**src/rtl/n2ew_pkg.sv**
```systemverilog
// Package for the number to English word token block.
// Holds the word codes, divide constants and token list types.
// No dependencies.
`timescale 1ns / 1ps

package n2ew_pkg;

	// Width of one word token and the longest token list for one value.
	localparam int unsigned WordW     = 5;
	localparam int unsigned MaxTokens = 6;
	localparam int unsigned CountW    = 3;

	// Word codes.
	localparam logic [WordW-1:0] WORD_EMPTY    = 5'd0;
	localparam logic [WordW-1:0] WORD_TEN      = 5'd10;
	localparam logic [WordW-1:0] WORD_TWENTY   = 5'd20;
	localparam logic [WordW-1:0] WORD_HUNDRED  = 5'd28;
	localparam logic [WordW-1:0] WORD_THOUSAND = 5'd29;

	// Range of values that are spelled out.
	localparam logic [15:0] VALUE_MIN = 16'd1;
	localparam logic [15:0] VALUE_MAX = 16'd3000;

	// Thousands boundaries on the low twelve bits of an in-range value.
	localparam logic [11:0] K1 = 12'd1000;
	localparam logic [11:0] K2 = 12'd2000;
	localparam logic [11:0] K3 = 12'd3000;

	// Reciprocals: x / 100 = (x * 5243) >> 19 for x < 1000,
	// x / 10 = (x * 205) >> 11 for x < 100.
	localparam logic [22:0] RECIP100 = 23'd5243;
	localparam int unsigned SHIFT100 = 19;
	localparam logic [14:0] RECIP10  = 15'd205;
	localparam int unsigned SHIFT10  = 11;

	typedef logic [WordW-1:0] word_t;
	typedef logic [CountW-1:0] count_t;
	typedef word_t [MaxTokens-1:0] token_list_t;

endpackage

```
**src/rtl/number_to_english_word_tokens.sv**
```systemverilog
// Top level of the number to English word token block.
// A five-stage digit pipeline feeds a token emitter; depends on n2ew_pkg.
// Usage:
//   Input: drive value and raise start; the value transfers at a rising edge
//   where start is high and busy is low. Values may transfer on consecutive
//   cycles as long as busy stays low.
//   Output: each word token appears on word_code for exactly one cycle with
//   strobe high; last_word marks the final token of a value. The receiver
//   cannot hold results off, so tokens leave one per cycle without gaps.
//   Path: a value moves at its transfer edge into stage one, then through stages
//   two to five and into the emitter's output register; a busy emitter can hold
//   it in the pipeline on the way.
//   Throughput: the emitter sends one token per cycle, so a value occupies it
//   for one slot per token: a single token for an out-of-range value and
//   one to six for a value from 1 to 3000. While the emitter is busy the
//   pipeline fills and then raises busy; nothing is dropped or repeated.
//   Reset: arst_n low clears all valid bits and the strobe; no result is
//   in flight afterward and busy is low.
//   A value of 0 or above 3000 gives one empty token with last_word set.
`timescale 1ns / 1ps

module number_to_english_word_tokens (
	input  logic                clk,
	input  logic                arst_n,
	input  logic                start,
	output logic                busy,
	input  logic [15:0]         value,
	output n2ew_pkg::word_t     word_code,
	output logic                last_word,
	output logic                strobe
);
	import n2ew_pkg::*;

	// Stage valid bits and ready chain.
	logic v_s1, v_s2, v_s3, v_s4, v_s5;
	logic rdy_s1, rdy_s2, rdy_s3, rdy_s4, rdy_s5;
	logic act_q;

	// Stage payloads.
	logic        rng_s1, rng_s2, rng_s3, rng_s4;
	logic [1:0]  d1000_s1, d1000_s2, d1000_s3, d1000_s4;
	logic [9:0]  r1000_s1, r1000_s2;
	logic [3:0]  d100_s2, d100_s3, d100_s4;
	logic [6:0]  r100_s3, r100_s4;
	logic [3:0]  d10_s4;
	token_list_t tok_s5;
	count_t      cnt_s5;

	// Emitter state.
	token_list_t tok_q;
	count_t      cnt_q;
	count_t      idx_q;
	word_t       word_code_q;
	logic        last_word_q;
	logic        strobe_q;

	logic accept;
	logic take;

	// Each stage moves when the next one is free; the emitter takes a new list when idle.
	assign take   = !act_q;
	assign rdy_s5 = !v_s5 || take;
	assign rdy_s4 = !v_s4 || rdy_s5;
	assign rdy_s3 = !v_s3 || rdy_s4;
	assign rdy_s2 = !v_s2 || rdy_s3;
	assign rdy_s1 = !v_s1 || rdy_s2;
	assign busy   = !rdy_s1;
	assign accept = start && !busy;

	// Stage 1 logic: range check and thousands digit by comparison.
	logic [11:0] v12;
	logic [11:0] sub1000;
	logic [1:0]  d1000_c;
	always_comb begin
		v12 = value[11:0];
		if (v12 >= K3) begin
			d1000_c = 2'd3;
			sub1000 = K3;
		end else if (v12 >= K2) begin
			d1000_c = 2'd2;
			sub1000 = K2;
		end else if (v12 >= K1) begin
			d1000_c = 2'd1;
			sub1000 = K1;
		end else begin
			d1000_c = 2'd0;
			sub1000 = 12'd0;
		end
	end

	// Stage 2 logic: hundreds digit by reciprocal multiplication.
	logic [22:0] prod100;
	assign prod100 = {13'd0, r1000_s1} * RECIP100;

	// Stage 3 logic: remainder below one hundred.
	logic [9:0] r100_full;
	assign r100_full = r1000_s2 - ({6'd0, d100_s2} * 10'd100);

	// Stage 4 logic: tens digit by reciprocal multiplication.
	logic [14:0] prod10;
	assign prod10 = {8'd0, r100_s3} * RECIP10;

	// Stage 5 logic: ones digit and the ordered token list.
	logic [6:0]  d1_full;
	logic [3:0]  d1;
	token_list_t tok_c;
	count_t      k;
	always_comb begin
		d1_full = r100_s4 - ({3'd0, d10_s4} * 7'd10);
		d1      = d1_full[3:0];
		tok_c   = '0;
		k       = '0;
		if (!rng_s4) begin
			tok_c[0] = WORD_EMPTY;
			k        = 3'd1;
		end else begin
			if (d1000_s4 != 2'd0) begin
				tok_c[k] = {3'd0, d1000_s4};
				k        = k + 3'd1;
				tok_c[k] = WORD_THOUSAND;
				k        = k + 3'd1;
			end
			if (d100_s4 != 4'd0) begin
				tok_c[k] = {1'b0, d100_s4};
				k        = k + 3'd1;
				tok_c[k] = WORD_HUNDRED;
				k        = k + 3'd1;
			end
			if (d10_s4 >= 4'd2) begin
				tok_c[k] = WORD_TWENTY - 5'd2 + {1'b0, d10_s4};
				k        = k + 3'd1;
			end
			if (d10_s4 == 4'd1) begin
				tok_c[k] = WORD_TEN + {1'b0, d1};
				k        = k + 3'd1;
			end else if (d1 != 4'd0) begin
				tok_c[k] = {1'b0, d1};
				k        = k + 3'd1;
			end
		end
	end

	// Valid bits travel with the data.
	always_ff @(posedge clk or negedge arst_n) begin
		if (!arst_n) begin
			v_s1 <= 1'b0;
			v_s2 <= 1'b0;
			v_s3 <= 1'b0;
			v_s4 <= 1'b0;
			v_s5 <= 1'b0;
		end else begin
			if (rdy_s1) v_s1 <= accept;
			if (rdy_s2) v_s2 <= v_s1;
			if (rdy_s3) v_s3 <= v_s2;
			if (rdy_s4) v_s4 <= v_s3;
			if (rdy_s5) v_s5 <= v_s4;
		end
	end

	// Pipeline payload registers.
	always_ff @(posedge clk) begin
		if (rdy_s1) begin
			rng_s1   <= (value >= VALUE_MIN) && (value <= VALUE_MAX);
			d1000_s1 <= d1000_c;
			r1000_s1 <= 10'(v12 - sub1000);
		end
		if (rdy_s2) begin
			rng_s2   <= rng_s1;
			d1000_s2 <= d1000_s1;
			r1000_s2 <= r1000_s1;
			d100_s2  <= prod100[SHIFT100 +: 4];
		end
		if (rdy_s3) begin
			rng_s3   <= rng_s2;
			d1000_s3 <= d1000_s2;
			d100_s3  <= d100_s2;
			r100_s3  <= r100_full[6:0];
		end
		if (rdy_s4) begin
			rng_s4   <= rng_s3;
			d1000_s4 <= d1000_s3;
			d100_s4  <= d100_s3;
			r100_s4  <= r100_s3;
			d10_s4   <= prod10[SHIFT10 +: 4];
		end
		if (rdy_s5) begin
			tok_s5 <= tok_c;
			cnt_s5 <= k;
		end
	end

	// Emitter control: act_q is set while tokens of the held list remain.
	always_ff @(posedge clk or negedge arst_n) begin
		if (!arst_n) begin
			act_q    <= 1'b0;
			strobe_q <= 1'b0;
		end else if (take && v_s5) begin
			act_q    <= (cnt_s5 > 3'd1);
			strobe_q <= 1'b1;
		end else if (act_q) begin
			act_q    <= (idx_q != cnt_q - 3'd1);
			strobe_q <= 1'b1;
		end else begin
			strobe_q <= 1'b0;
		end
	end

	// Emitter payload: the first token goes out as the list loads.
	always_ff @(posedge clk) begin
		if (take && v_s5) begin
			tok_q       <= tok_s5;
			cnt_q       <= cnt_s5;
			idx_q       <= 3'd1;
			word_code_q <= tok_s5[0];
			last_word_q <= (cnt_s5 == 3'd1);
		end else if (act_q) begin
			idx_q       <= idx_q + 3'd1;
			word_code_q <= tok_q[idx_q];
			last_word_q <= (idx_q == cnt_q - 3'd1);
		end
	end

	assign word_code = word_code_q;
	assign last_word = last_word_q;
	assign strobe    = strobe_q;

	// The empty token only comes from an out-of-range value and is its only token.
	a_empty_is_last: assert property (@(posedge clk) disable iff (!arst_n)
		strobe && (word_code == WORD_EMPTY) |-> last_word)
		else $error("empty token not marked last");

	// A token that is not last is followed by another in the next cycle.
	a_no_gap: assert property (@(posedge clk) disable iff (!arst_n)
		strobe && !last_word |=> strobe)
		else $error("gap inside a token list");

	// A held list always has between one and six tokens.
	a_count_range: assert property (@(posedge clk) disable iff (!arst_n)
		act_q |-> (cnt_q != 3'd0) && (cnt_q <= 3'd6) && (idx_q < cnt_q))
		else $error("emitter count or index out of range");

	// An accepted value always occupies the first stage.
	a_accept_s1: assert property (@(posedge clk) disable iff (!arst_n)
		start && !busy |=> v_s1)
		else $error("transfer lost at stage one");

	// A word code above Thousand never leaves the block.
	a_code_range: assert property (@(posedge clk) disable iff (!arst_n)
		strobe |-> (word_code <= WORD_THOUSAND))
		else $error("word code out of range");

	// A stage-five item waiting on a busy emitter holds its slot.
	a_hold: assert property (@(posedge clk) disable iff (!arst_n)
		v_s5 && act_q |=> v_s5)
		else $error("stalled item dropped");

endmodule
```
**config.mk**
```make
export PLATFORM = sky130hd
export DESIGN_NAME = number_to_english_word_tokens
export DESIGN_NICKNAME = d
export VERILOG_FILES = /design/src/rtl/n2ew_pkg.sv /design/src/rtl/number_to_english_word_tokens.sv
export SDC_FILE = /design/constraint.sdc
export NUM_CORES = 1
export LEC_CHECK = 0
export BUFFER_PORTS_ARGS = -buffer_cell sky130_fd_sc_hd__buf_2
export CORE_ASPECT_RATIO = 1.25
export CORE_MARGIN = 2
export CORE_UTILIZATION = 35
export CTS_CLUSTER_DIAMETER = 200
export DETAILED_ROUTE_END_ITERATION = 7
export PLACE_DENSITY_LB_ADDON = 0.3
export SLEW_MARGIN = 20
export SYNTH_ARGS = -nofsm -noshare
export SYNTH_HDL_FRONTEND = slang
export SYNTH_SLANG_ARGS = --single-unit
```
**constraint.sdc**
```tcl
create_clock -name clk -period 6.8 [get_ports clk]
set_clock_uncertainty 0.1 [all_clocks]
set_input_delay 1.36 -clock clk [delete_from_list [all_inputs] [get_ports clk]]
set_output_delay 1.36 -clock clk [all_outputs]
set_load 0.03 [all_outputs]
```
# == After elaboration in Yosys (flattened, before gate mapping) ==
# Index checks and enable logic that the tools add are counted.
# classes
n_addsub,11
mul,4
n_lt_le_gt_ge,16
eq_ne,4
muxes,43
n_bitwise,3
n_reduce_logical,24
# op_table
operator,n
30-bit two-way mux,6
30-bit bitwise mux,4
5-bit demux with 3-bit select,4
10-bit two-way mux,5
5-bit two-way mux,7
10-bit by 13-bit multiplier with 23-bit output (second input constant),1
3-bit two-way mux,7
3-bit by 4-bit less-than comparator with 1-bit output (second input constant),5
18-bit OR,1
16-bit by 1-bit greater-or-equal comparator with 1-bit output (second input constant),1
16-bit by 12-bit <= comparator with 1-bit output (second input constant),1
3-bit by 1-bit adder with 3-bit output (second input constant),5
5-bit binary-select mux with 3-bit select,1
7-bit by 8-bit multiplier with 15-bit output (second input constant),1
12-bit AND,1
12-bit by 10-bit greater-or-equal comparator with 1-bit output (second input constant),1
12-bit by 11-bit greater-or-equal comparator with 1-bit output (second input constant),1
12-bit greater-or-equal comparator (second input constant),1
3-bit by 1-bit greater-or-equal comparator with 1-bit output (second input constant),4
12-bit NOT,1
10-bit subtractor,1
1-bit two-way mux,8
4-bit nonzero test,2
1-bit logical AND,7
other kinds (18),29
# word_totals
register_bits,138
input_bits,19
output_inout_bits,8
elab_cells,146

# == Depth between registers and ports, before layout ==
# Gate-level depths: netlist (run 1).
# logic_depth
word_depth,18
ltp_mapped,16
ltp_nobuf,16

# == Worst setup path after synthesis (run 1) ==
# No wires, ideal clock.
# synth_path
kind,register to register
startpoint,register r1000_s1[4]
endpoint,"register d100_s2[2], data pin"
setup_time_ps,265
arrival_ps,4528
required_ps,6435
slack_ps,1907
stages_incl_launch_ff,15
n_path_buf,0
period_less_slack_ps,4893
path_cell_list,edfxtp_1 > inv_1 > fa_1 > fa_1 > fa_1 > inv_1 > fa_1 > fa_1 > ha_1 > and4_1 > a21oi_1 > a21oi_1 > nor3_1 > o21ai_0 > xor2_1
# synth_between
elab_chain_len,1
# synth_lines
item,line_no,text
start: declaration,number_to_english_word_tokens.sv:42,"logic [9:0] r1000_s1, r1000_s2;"
start signal: assignment,number_to_english_word_tokens.sv:165,r1000_s1 <= 10'(v12 - sub1000);
10-bit by 13-bit multiplier with 23-bit output,number_to_english_word_tokens.sv:93,"assign prod100 = {13'd0, r1000_s1} * RECIP100;"
net prod100[21],number_to_english_word_tokens.sv:92,logic [22:0] prod100;
end signal: assignment,number_to_english_word_tokens.sv:171,d100_s2 <= prod100[SHIFT100 +: 4];
end: declaration,number_to_english_word_tokens.sv:43,"logic [3:0] d100_s2, d100_s3, d100_s4;"
# The timed path passes the listed nets, and every way through them passes these cells.
# A chain may end at the register's enable or synchronous reset.

# == Worst setup path after layout (run 1) ==
# Same ends and word-level chain as after synthesis.

==> results of run 1 <==
how the worst max path moves through the flow:
stage / from / endpoint / slack [ps]
2_1_floorplan: r1000_s1[4]$_DFFE_PN_ / d100_s2[2]$_DFFE_PP_ / 1910
3_3_place_gp: r1000_s1[1]$_DFFE_PN_ / d100_s2[2]$_DFFE_PP_ / 1450
4_1_cts: r1000_s1[1]$_DFFE_PN_ / d100_s2[2]$_DFFE_PP_ / 1360
3_5_place_dp: r1000_s1[1]$_DFFE_PN_ / d100_s2[2]$_DFFE_PP_ / 1380
5_1_grt: r1000_s1[3]$_DFFE_PN_ / d100_s2[2]$_DFFE_PP_ / 1050
6_report: r1000_s1[4]$_DFFE_PN_ / d100_s2[2]$_DFFE_PP_ / 1400
stage by stage:
stage / utilization / instances / area (um^2)
detailed placement: 0.3751 / 1075 / 9427
CTS: 0.4011 / 1107 / 10080
finish: 0.4011 / 1107 / 10080
floorplan: - / 724 / 8909
global placement: 0.3751 / 1075 / 9427
global route: 0.4011 / 1107 / 10080
layout by cell type (no fill, tap or decap), types with 4 or more instances in the layout:
cell type,n
sky130_fd_sc_hd__a211oi_1,6
sky130_fd_sc_hd__a21o_1,11
sky130_fd_sc_hd__a21oi_1,27
sky130_fd_sc_hd__a221oi_1,5
sky130_fd_sc_hd__a31oi_1,4
sky130_fd_sc_hd__and3_1,11
sky130_fd_sc_hd__buf_2,26
sky130_fd_sc_hd__bufinv_16,5
sky130_fd_sc_hd__clkbuf_16,17
sky130_fd_sc_hd__dfrtp_1,7
sky130_fd_sc_hd__edfxtp_1,128
sky130_fd_sc_hd__fa_1,46
sky130_fd_sc_hd__ha_1,125
sky130_fd_sc_hd__inv_1,109
sky130_fd_sc_hd__mux2_2,5
sky130_fd_sc_hd__mux2i_1,4
sky130_fd_sc_hd__mux4_2,5
sky130_fd_sc_hd__nand2_1,33
sky130_fd_sc_hd__nand2b_1,8
sky130_fd_sc_hd__nand3_1,15
sky130_fd_sc_hd__nor2_1,30
sky130_fd_sc_hd__nor2b_1,4
sky130_fd_sc_hd__nor3_1,13
sky130_fd_sc_hd__o21ai_0,21
sky130_fd_sc_hd__o21bai_1,4
sky130_fd_sc_hd__o22ai_1,4
sky130_fd_sc_hd__or2_2,5
sky130_fd_sc_hd__or3_1,4
sky130_fd_sc_hd__xnor2_1,19
sky130_fd_sc_hd__xor2_1,11
sequential cells by signal, indices dropped and copies added (netlist names), 3 cells and up:
register,cells
tok_q,30
tok_s5,30
r1000_s1,10
r1000_s2,7
r100_s3,7
word_code,5
d100_s2,4
d100_s3,4
d100_s4,4
d10_s4,4
r100_s4,4
cnt_q,3
cnt_s5,3
idx_q,3
per-layer routing:
| metal | up-vias | part of all wire | global-route usage |
|---|---|---|---|
| met5 | - | 0 | 0 |
| met4 | 0 | 0.034 | 0.06951 |
| met3 | 30 | 0.020 | 0.02225 |
| met2 | 80 | 0.57 | 0.2535 |
| met1 | 2620 | 0.37 | 0.1401 |
| li1 | 2649 | - | - |
cells by family after synthesis:
family / count (synthesis)
muxes: 14
DFF: 138
xor gates and xnor gates: 31
AOI/OAI and AO/OA: 104
and+or+nand+nor: 141
buffers and inverters: 124
adders and majority gates: 171
other: 1
synth_stat cells (4+ instances only):
master and instances:
sky130_fd_sc_hd__mux2_2 5, sky130_fd_sc_hd__a211oi_1 6, sky130_fd_sc_hd__ha_1 125, sky130_fd_sc_hd__edfxtp_1 128
sky130_fd_sc_hd__a31oi_1 4, sky130_fd_sc_hd__o21ai_0 21, sky130_fd_sc_hd__nor2b_1 4, sky130_fd_sc_hd__nand2_1 33
sky130_fd_sc_hd__a21o_1 11, sky130_fd_sc_hd__xnor2_1 19, sky130_fd_sc_hd__dfrtp_1 7, sky130_fd_sc_hd__or2_2 5
sky130_fd_sc_hd__fa_1 46, sky130_fd_sc_hd__nor3_1 13, sky130_fd_sc_hd__mux4_2 5, sky130_fd_sc_hd__nand3_1 15
sky130_fd_sc_hd__mux2i_1 4, sky130_fd_sc_hd__o21bai_1 4, sky130_fd_sc_hd__inv_1 109, sky130_fd_sc_hd__clkbuf_1 11
sky130_fd_sc_hd__or3_1 4, sky130_fd_sc_hd__a21oi_1 27, sky130_fd_sc_hd__and3_1 11, sky130_fd_sc_hd__nand2b_1 8
sky130_fd_sc_hd__a221oi_1 5, sky130_fd_sc_hd__o22ai_1 4, sky130_fd_sc_hd__xor2_1 11, sky130_fd_sc_hd__nor2_1 30
worst max-delay path: cells and delay by family, from the launching register on:
kind                       cells  cell delay (ps)
xor gates and xnor gates       1              180
adders and majority gates      6             2910
DFF                            1              480
and+or+nand+nor                2              880
AOI/OAI and AO/OA              3              430
buffers and inverters          2              150
final cells by class:
cell class / instances / area share
Clock buffer: 21 / 0.04568
Clock inverter: 11 / 0.01912
Inverter: 112 / 0.04171
Multi-Input combinational cell: 462 / 0.4328
Sequential cell: 138 / 0.4047
Tap cell: 335 / 0.04158
Timing Repair Buffer: 28 / 0.01440
==> metrics.md, run 1 <==
| Metric | Value |
|---|---|
| Result of the run | complete, no violations |
| Multiplexer fraction of the synthesized cell area | 0.02346 |
| Root cell of the clock tree | sky130_fd_sc_hd__clkbuf_16 |
| Detailed Place HPWL | 13,270 um |
| Number of fill cells in the layout | 2,405 |
| Register-to-Register Setup Slack | approximately 1400 ps |
| Max Fclk | between 150 and 200 MHz |
| Post-Synth Simple-Gate Area | 0.07907 |
| Worst r2r src | r1000_s1[4]$_DFFE_PN_ |
| Final routed DRC violation total | 0 |
| Setup TNS after final layout | 0 ps |
| CTS-repair resized insts | 0 |
| Mean number of vias per cell | 4.859 |
| Iter 0 DRT Violations | 346 |
| Remaining number of nets flagged by the antenna check after routing | 0 |
| Buffers from clock root to sink, at most | 2 |
| Remaining global-route overflow | 0 |
| Share of the synthesized area in the top cell type | 0.4315 |
| Count of flip-flops with a built-in enable after synthesis | around 130 |
| Pin count of the biggest net entering global routing | 41 |
| Synth Cell Area | 8909 um^2 |
| Main combinational cell family by area after synthesis | adder cells |
| Worst hold slack across all endpoints | 316.0 ps |
| Proportion of register bits with asynchronous set or reset after synthesis | 0.05072 |
| Initial Util | 0.3545 |
| Worst Reg-to-Reg Cells | 14 |
| Final-stage net count | 949 |
| Setup Crit Path Kind | reg2reg |
| Adder-cell area share of the yosys netlist | 0.2789 |
| Avg Inst Size Synth | 12.30 um^2 |
| Vert. Die Dim | 182.4 um |
| Max-capacitance violation count | 0 |
| Slew at the pin closest to its max-slew limit | 850.3 ps |
| Number of standard cells after synthesis | 724 |
| Post-CTS Setup Bufs | 0 |
| Critical Path Fanout Max | 6 |
| Multi-input gate area in the final layout | about 4400 um^2 |
| RSZ-0062 raised after global routing | no |
| Min-delay worst type | reg2reg |
| Total GRT Usage | 0.1334 |
| Hold Vio Cnt, Final | 0 |
| Most used DFF post-synth | sky130_fd_sc_hd__edfxtp_1 |
| Final setup vio count | 0 |
| Synthesis Warnings | 0 |
| Global-route wire length before repair | approximately 28,000 um |
| Drt total wl | around 17,000 um |
| Clk pin slew, worst setup/hold paths | roughly 60 ps |
| Area of all sequential standard cells | 4079 um^2 |
| Routed wirelength normalized by instance count | between 10 and 15 um |
| Post-Synthesis Net Count | about 900 |
| WP data arrival | 5450 ps |
| Die Outline Area | ~27,000 um^2 |
| Top-level I/O count | 27 |
| Slew Limit Fails | 0 |
| Fraction of synthesized cell area in xor and xnor cells | 0.03132 |
| Number of optimization iterations in the first detailed-route pass | 4 |
| End of the worst register-to-register path | d100_s2[2]$_DFFE_PP_ |
| Share of the cycle needed by the critical path after routing | 0.7936 |
| Max stage delay cell, worst path | sky130_fd_sc_hd__nor3_1 |
| Cell chain of the critical path | inv_1 -> fa_1 -> fa_1 -> fa_1 -> inv_1 -> fa_1 -> fa_1 -> ha_1 -> and4_1 -> a21oi_1 -> a21oi_1 -> nor3_1 -> o21ai_0 -> xor2_1 |
| Initial antenna violation count | 0 |
| Hold path startpoint | tok_s5[23]$_SDFFCE_PN0P_ |
| Antenna fix cells | 0 |
| Critical path data required time | between 6000 and 7000 ps |
| Hold Path Sink | tok_q[23]$_DFFE_PP_ |
| CP Launch Type | register |
| Cell types with the largest area share after synthesis | sky130_fd_sc_hd__edfxtp_1 43%, sky130_fd_sc_hd__ha_1 18%, sky130_fd_sc_hd__fa_1 10% |
| Hold-critical path depth | 0 |
| H-tree levels | 4 |
| Number of clock buffers inserted by TritonCTS | 17 |
| Die Wd | between 100 and 150 um |
| Cell type contributing the most total cell area after synthesis | sky130_fd_sc_hd__edfxtp_1 |
| Weighted congestion reported at the end of routability-driven placement | 0.8454 |
| CTS tree | done |
| Slew HR | 0.4314 |
| Clock latency of the later-clocked register in the worst-skew pair | about 420 ps |
| Sink Count | 138 |
| Final min period | about 5400 ps |
| Setup Slack @ Placement | 1384 ps |
| Count of different cell masters after synthesis | 56 |
| CP peak stage delay | ~660 ps |
| Core outline area | 25,130 um^2 |
| Worst setup slack after layout | between 1000 and 1500 ps |
| Compound-Gate Fraction of Synth Area | 0.07654 |
| Number of global-route vias before repair | between 5,000 and 6,000 |
| Routed vias | 5,379 |
| Setup crit end kind | register |
| Cell Rows | 65 |
| Crit path top cell by count | sky130_fd_sc_hd__fa_1 |
| Hold-fix buffer count after cts | 0 |
| Share of cells above drive strength 1 | 0.09845 |
| Count of state elements after synthesis | 138 |
| Port Buffers | 26 |
| Area Growth Syn to Fin | 13.15% |
| Sequential share of the synthesized area | 0.4579 |
Power of run 1 is left out: the tool's default activity adds up to more than one toggle a clock period on the data nets, which glitch-free logic cannot reach.
==> run 2: changes to the inputs <==
ABC_AREA = 1   (was default)
clock period = 4.99 ns   (was 6.8 ns; I/O delays follow)
==> metrics.md, run 2 <==
| Metric | Value |
|---|---|
| Slew Limit Fails | 0 |
| Pin count of the biggest net entering global routing | 37 |
| Weighted congestion reported at the end of routability-driven placement | 0.8825 |
| Synthesis Warnings | 0 |
| Die Outline Area | about 29,000 um^2 |
| Most Crowded Layer GR | met2 |
| Final-stage net count | roughly 1,200 |
| Number of fill cells in the layout | between 2,000 and 3,000 |
| Initial antenna violation count | 0 |
| Slew at the pin closest to its max-slew limit | 738.5 ps |
| Avg Inst Size Synth | roughly 10 um^2 |
| Routed vias | around 6,500 |
| Root cell of the clock tree | sky130_fd_sc_hd__clkbuf_16 |
| Final routed DRC violation total | 0 |
| Number of optimization iterations in the first detailed-route pass | 5 |
| Slew HR | 0.5032 |
| Cell types with the largest area share after synthesis | sky130_fd_sc_hd__edfxtp_1 40%, sky130_fd_sc_hd__ha_1 16%, sky130_fd_sc_hd__fa_1 9.6% |
| Clock latency of the later-clocked register in the worst-skew pair | 420 ps |
| WP data arrival | ~4700 ps |
| M1 GR Usage | 0.1532 |
| Hold Vio Cnt, Final | 0 |
| Max-capacitance violation count | 0 |
| Iter 0 DRT Violations | 279 |
| Drt total wl | 19,200 um |
| Hold-fix buffer count after cts | 0 |
| Proportion of register bits with asynchronous set or reset after synthesis | 0.05072 |
| Critical Path Fanout Max | 6 |
| Min-delay worst type | in2async |
| Die Wd | 152.1 um |
| CTS tree | done |
| Share of cells above drive strength 1 | 0.09594 |
| Cell type contributing the most total cell area after synthesis | sky130_fd_sc_hd__edfxtp_1 |
| Post-Synthesis Net Count | 1,147 |
| Sink Count | 138 |
| Antenna fix cells | 0 |
| Number of global-route vias before repair | 6,696 |
| Top-level I/O count | 27 |
| Buffers from clock root to sink, at most | 2 |
| Count of different cell masters after synthesis | 52 |
| Initial Util | 0.3568 |
| Setup crit end kind | register |
| Routed wirelength normalized by instance count | 14.16 um |
| Count of state elements after synthesis | 138 |
| Mean number of vias per cell | 4.785 |
| Cell with the most instances after synthesis | sky130_fd_sc_hd__inv_1 |
| Most common library cells after synthesis | 162 x sky130_fd_sc_hd__inv_1, 147 x sky130_fd_sc_hd__nand2_1, 128 x sky130_fd_sc_hd__edfxtp_1 |
| Detailed Place HPWL | 15,710 um |
| Global-route wire length before repair | 32,520 um |
| Core outline area | around 27,000 um^2 |
| Number of clock buffers inserted by TritonCTS | 17 |
| Vert. Die Dim | 189.2 um |
| Port Buffers | 26 |
| Synth Cell Area | 9602 um^2 |
| Number of standard cells after synthesis | 957 |
| Post-CTS Setup Bufs | 0 |
| H-tree levels | 4 |
| CP Launch Type | register |
| Fraction of met3 tracks used by global routing | 0.02884 |
| Result of the run | complete, no violations |
| CTS-repair resized insts | 0 |
| RSZ-0062 raised after global routing | no |
| Critical path data required time | 5060 ps |
| Share of the synthesized area in the top cell type | 0.4003 |
| Most used DFF post-synth | sky130_fd_sc_hd__edfxtp_1 |
| Max Fclk | 216.3 MHz |
| Most common library cell in the layout ignoring fill and taps | sky130_fd_sc_hd__inv_1 |
| Cell Rows | 67 |
| Remaining global-route overflow | 0 |
| Setup TNS after final layout | 0 ps |
| Count of flip-flops with a built-in enable after synthesis | 128 |
| Final min period | 4624 ps |
| Total GRT Usage | 0.1415 |
| Area Growth Syn to Fin | 11.90% |
| Sequential share of the synthesized area | 0.4248 |
| Clk pin slew, worst setup/hold paths | 70 ps |
| Share of the cycle needed by the critical path after routing | 0.9266 |
| Leading registers by flop count | tok_q x30, tok_s5 x30, r1000_s1 x10 |
| Remaining number of nets flagged by the antenna check after routing | 0 |
| Final setup vio count | 0 |
| Most used cells in the layout excluding fill and tap cells | 162 x sky130_fd_sc_hd__inv_1, 147 x sky130_fd_sc_hd__nand2_1, 128 x sky130_fd_sc_hd__edfxtp_1 |
| Met2 Use GR | 0.2623 |
| Setup Crit Path Kind | reg2reg |
[run 2: cells by family after synthesis]
family	Yosys count	synth area share
buf+inv	184	0.07480
simple gates	307	0.1400
fa+ha+maj	171	0.2588
compound gates	133	0.08027
xor+xnor	23	0.02098
flops	138	0.4248
other cells	1	0.0003906
[run 2: area by class of cell]
type                            instances  area [um^2]  area share
Timing Repair Buffer                   32        175.2     0.01630
Clock buffer                           18        450.4     0.04192
Tap cell                              345        431.7     0.04018
Sequential cell                       138         4079      0.3796
Inverter                              174        653.1     0.06079
Clock inverter                         14        147.6     0.01374
Multi-Input combinational cell        635         4807      0.4474
[run 2: final timing paths]
check	cells after the start	slack, ps	endpoint	startpoint
max	17	370	d100_s2[3]$_DFFE_PP_	r1000_s1[5]$_DFFE_PN_
min	1	310	strobe$_DFF_PN0_	arst_n
max reg2reg	17	370	d100_s2[3]$_DFFE_PP_	r1000_s1[5]$_DFFE_PN_
min reg2reg	0	310	rng_s2$_DFFE_PP_	rng_s1$_DFFE_PN_
max in group asynchronous	1	4300	v_s5$_DFFE_PN0P_	arst_n
min in group clk	0	310	rng_s2$_DFFE_PP_	rng_s1$_DFFE_PN_
[run 2: layer usage]
| metal | vias to the layer above | share of wire |
|---|---|---|
| met2 | 112 | 0.54 |
| met5 | - | 0 |
| met1 | 3047 | 0.40 |
| met3 | 41 | 0.030 |
| met4 | 0 | 0.032 |
| li1 | 3288 | - |
[run 2: critical path: stages, from the launching register on]
cell	delay, ps
sky130_fd_sc_hd__edfxtp_1	490
sky130_fd_sc_hd__inv_1	100
sky130_fd_sc_hd__fa_1	560
sky130_fd_sc_hd__fa_1	450
sky130_fd_sc_hd__fa_1	520
sky130_fd_sc_hd__inv_1	60
sky130_fd_sc_hd__fa_1	560
sky130_fd_sc_hd__fa_1	430
sky130_fd_sc_hd__ha_1	330
sky130_fd_sc_hd__nand2_1	80
sky130_fd_sc_hd__nor2_1	190
sky130_fd_sc_hd__nand2_1	90
sky130_fd_sc_hd__o21ai_0	150
sky130_fd_sc_hd__inv_1	50
sky130_fd_sc_hd__nand2_1	50
sky130_fd_sc_hd__nand2_1	60
sky130_fd_sc_hd__nand4_1	60
sky130_fd_sc_hd__nand2_1	50
[run 2: per-stage QoR]
stage,instance area (um^2),util,worst slack [ps],hold WS [ps],instances
2_1_floorplan,9602,-,585.2,300.3,957
4_1_cts,10740,0.3993,337.5,298.1,1356
6_report,10740,0.3993,366.1,310.9,1356
3_3_place_gp,10150,0.3770,418.8,302.1,1324
3_5_place_dp,10150,0.3770,329.5,304.5,1324
5_1_grt,10740,0.3993,74.10,308.0,1356
Power of run 2 is left out for the same reason.
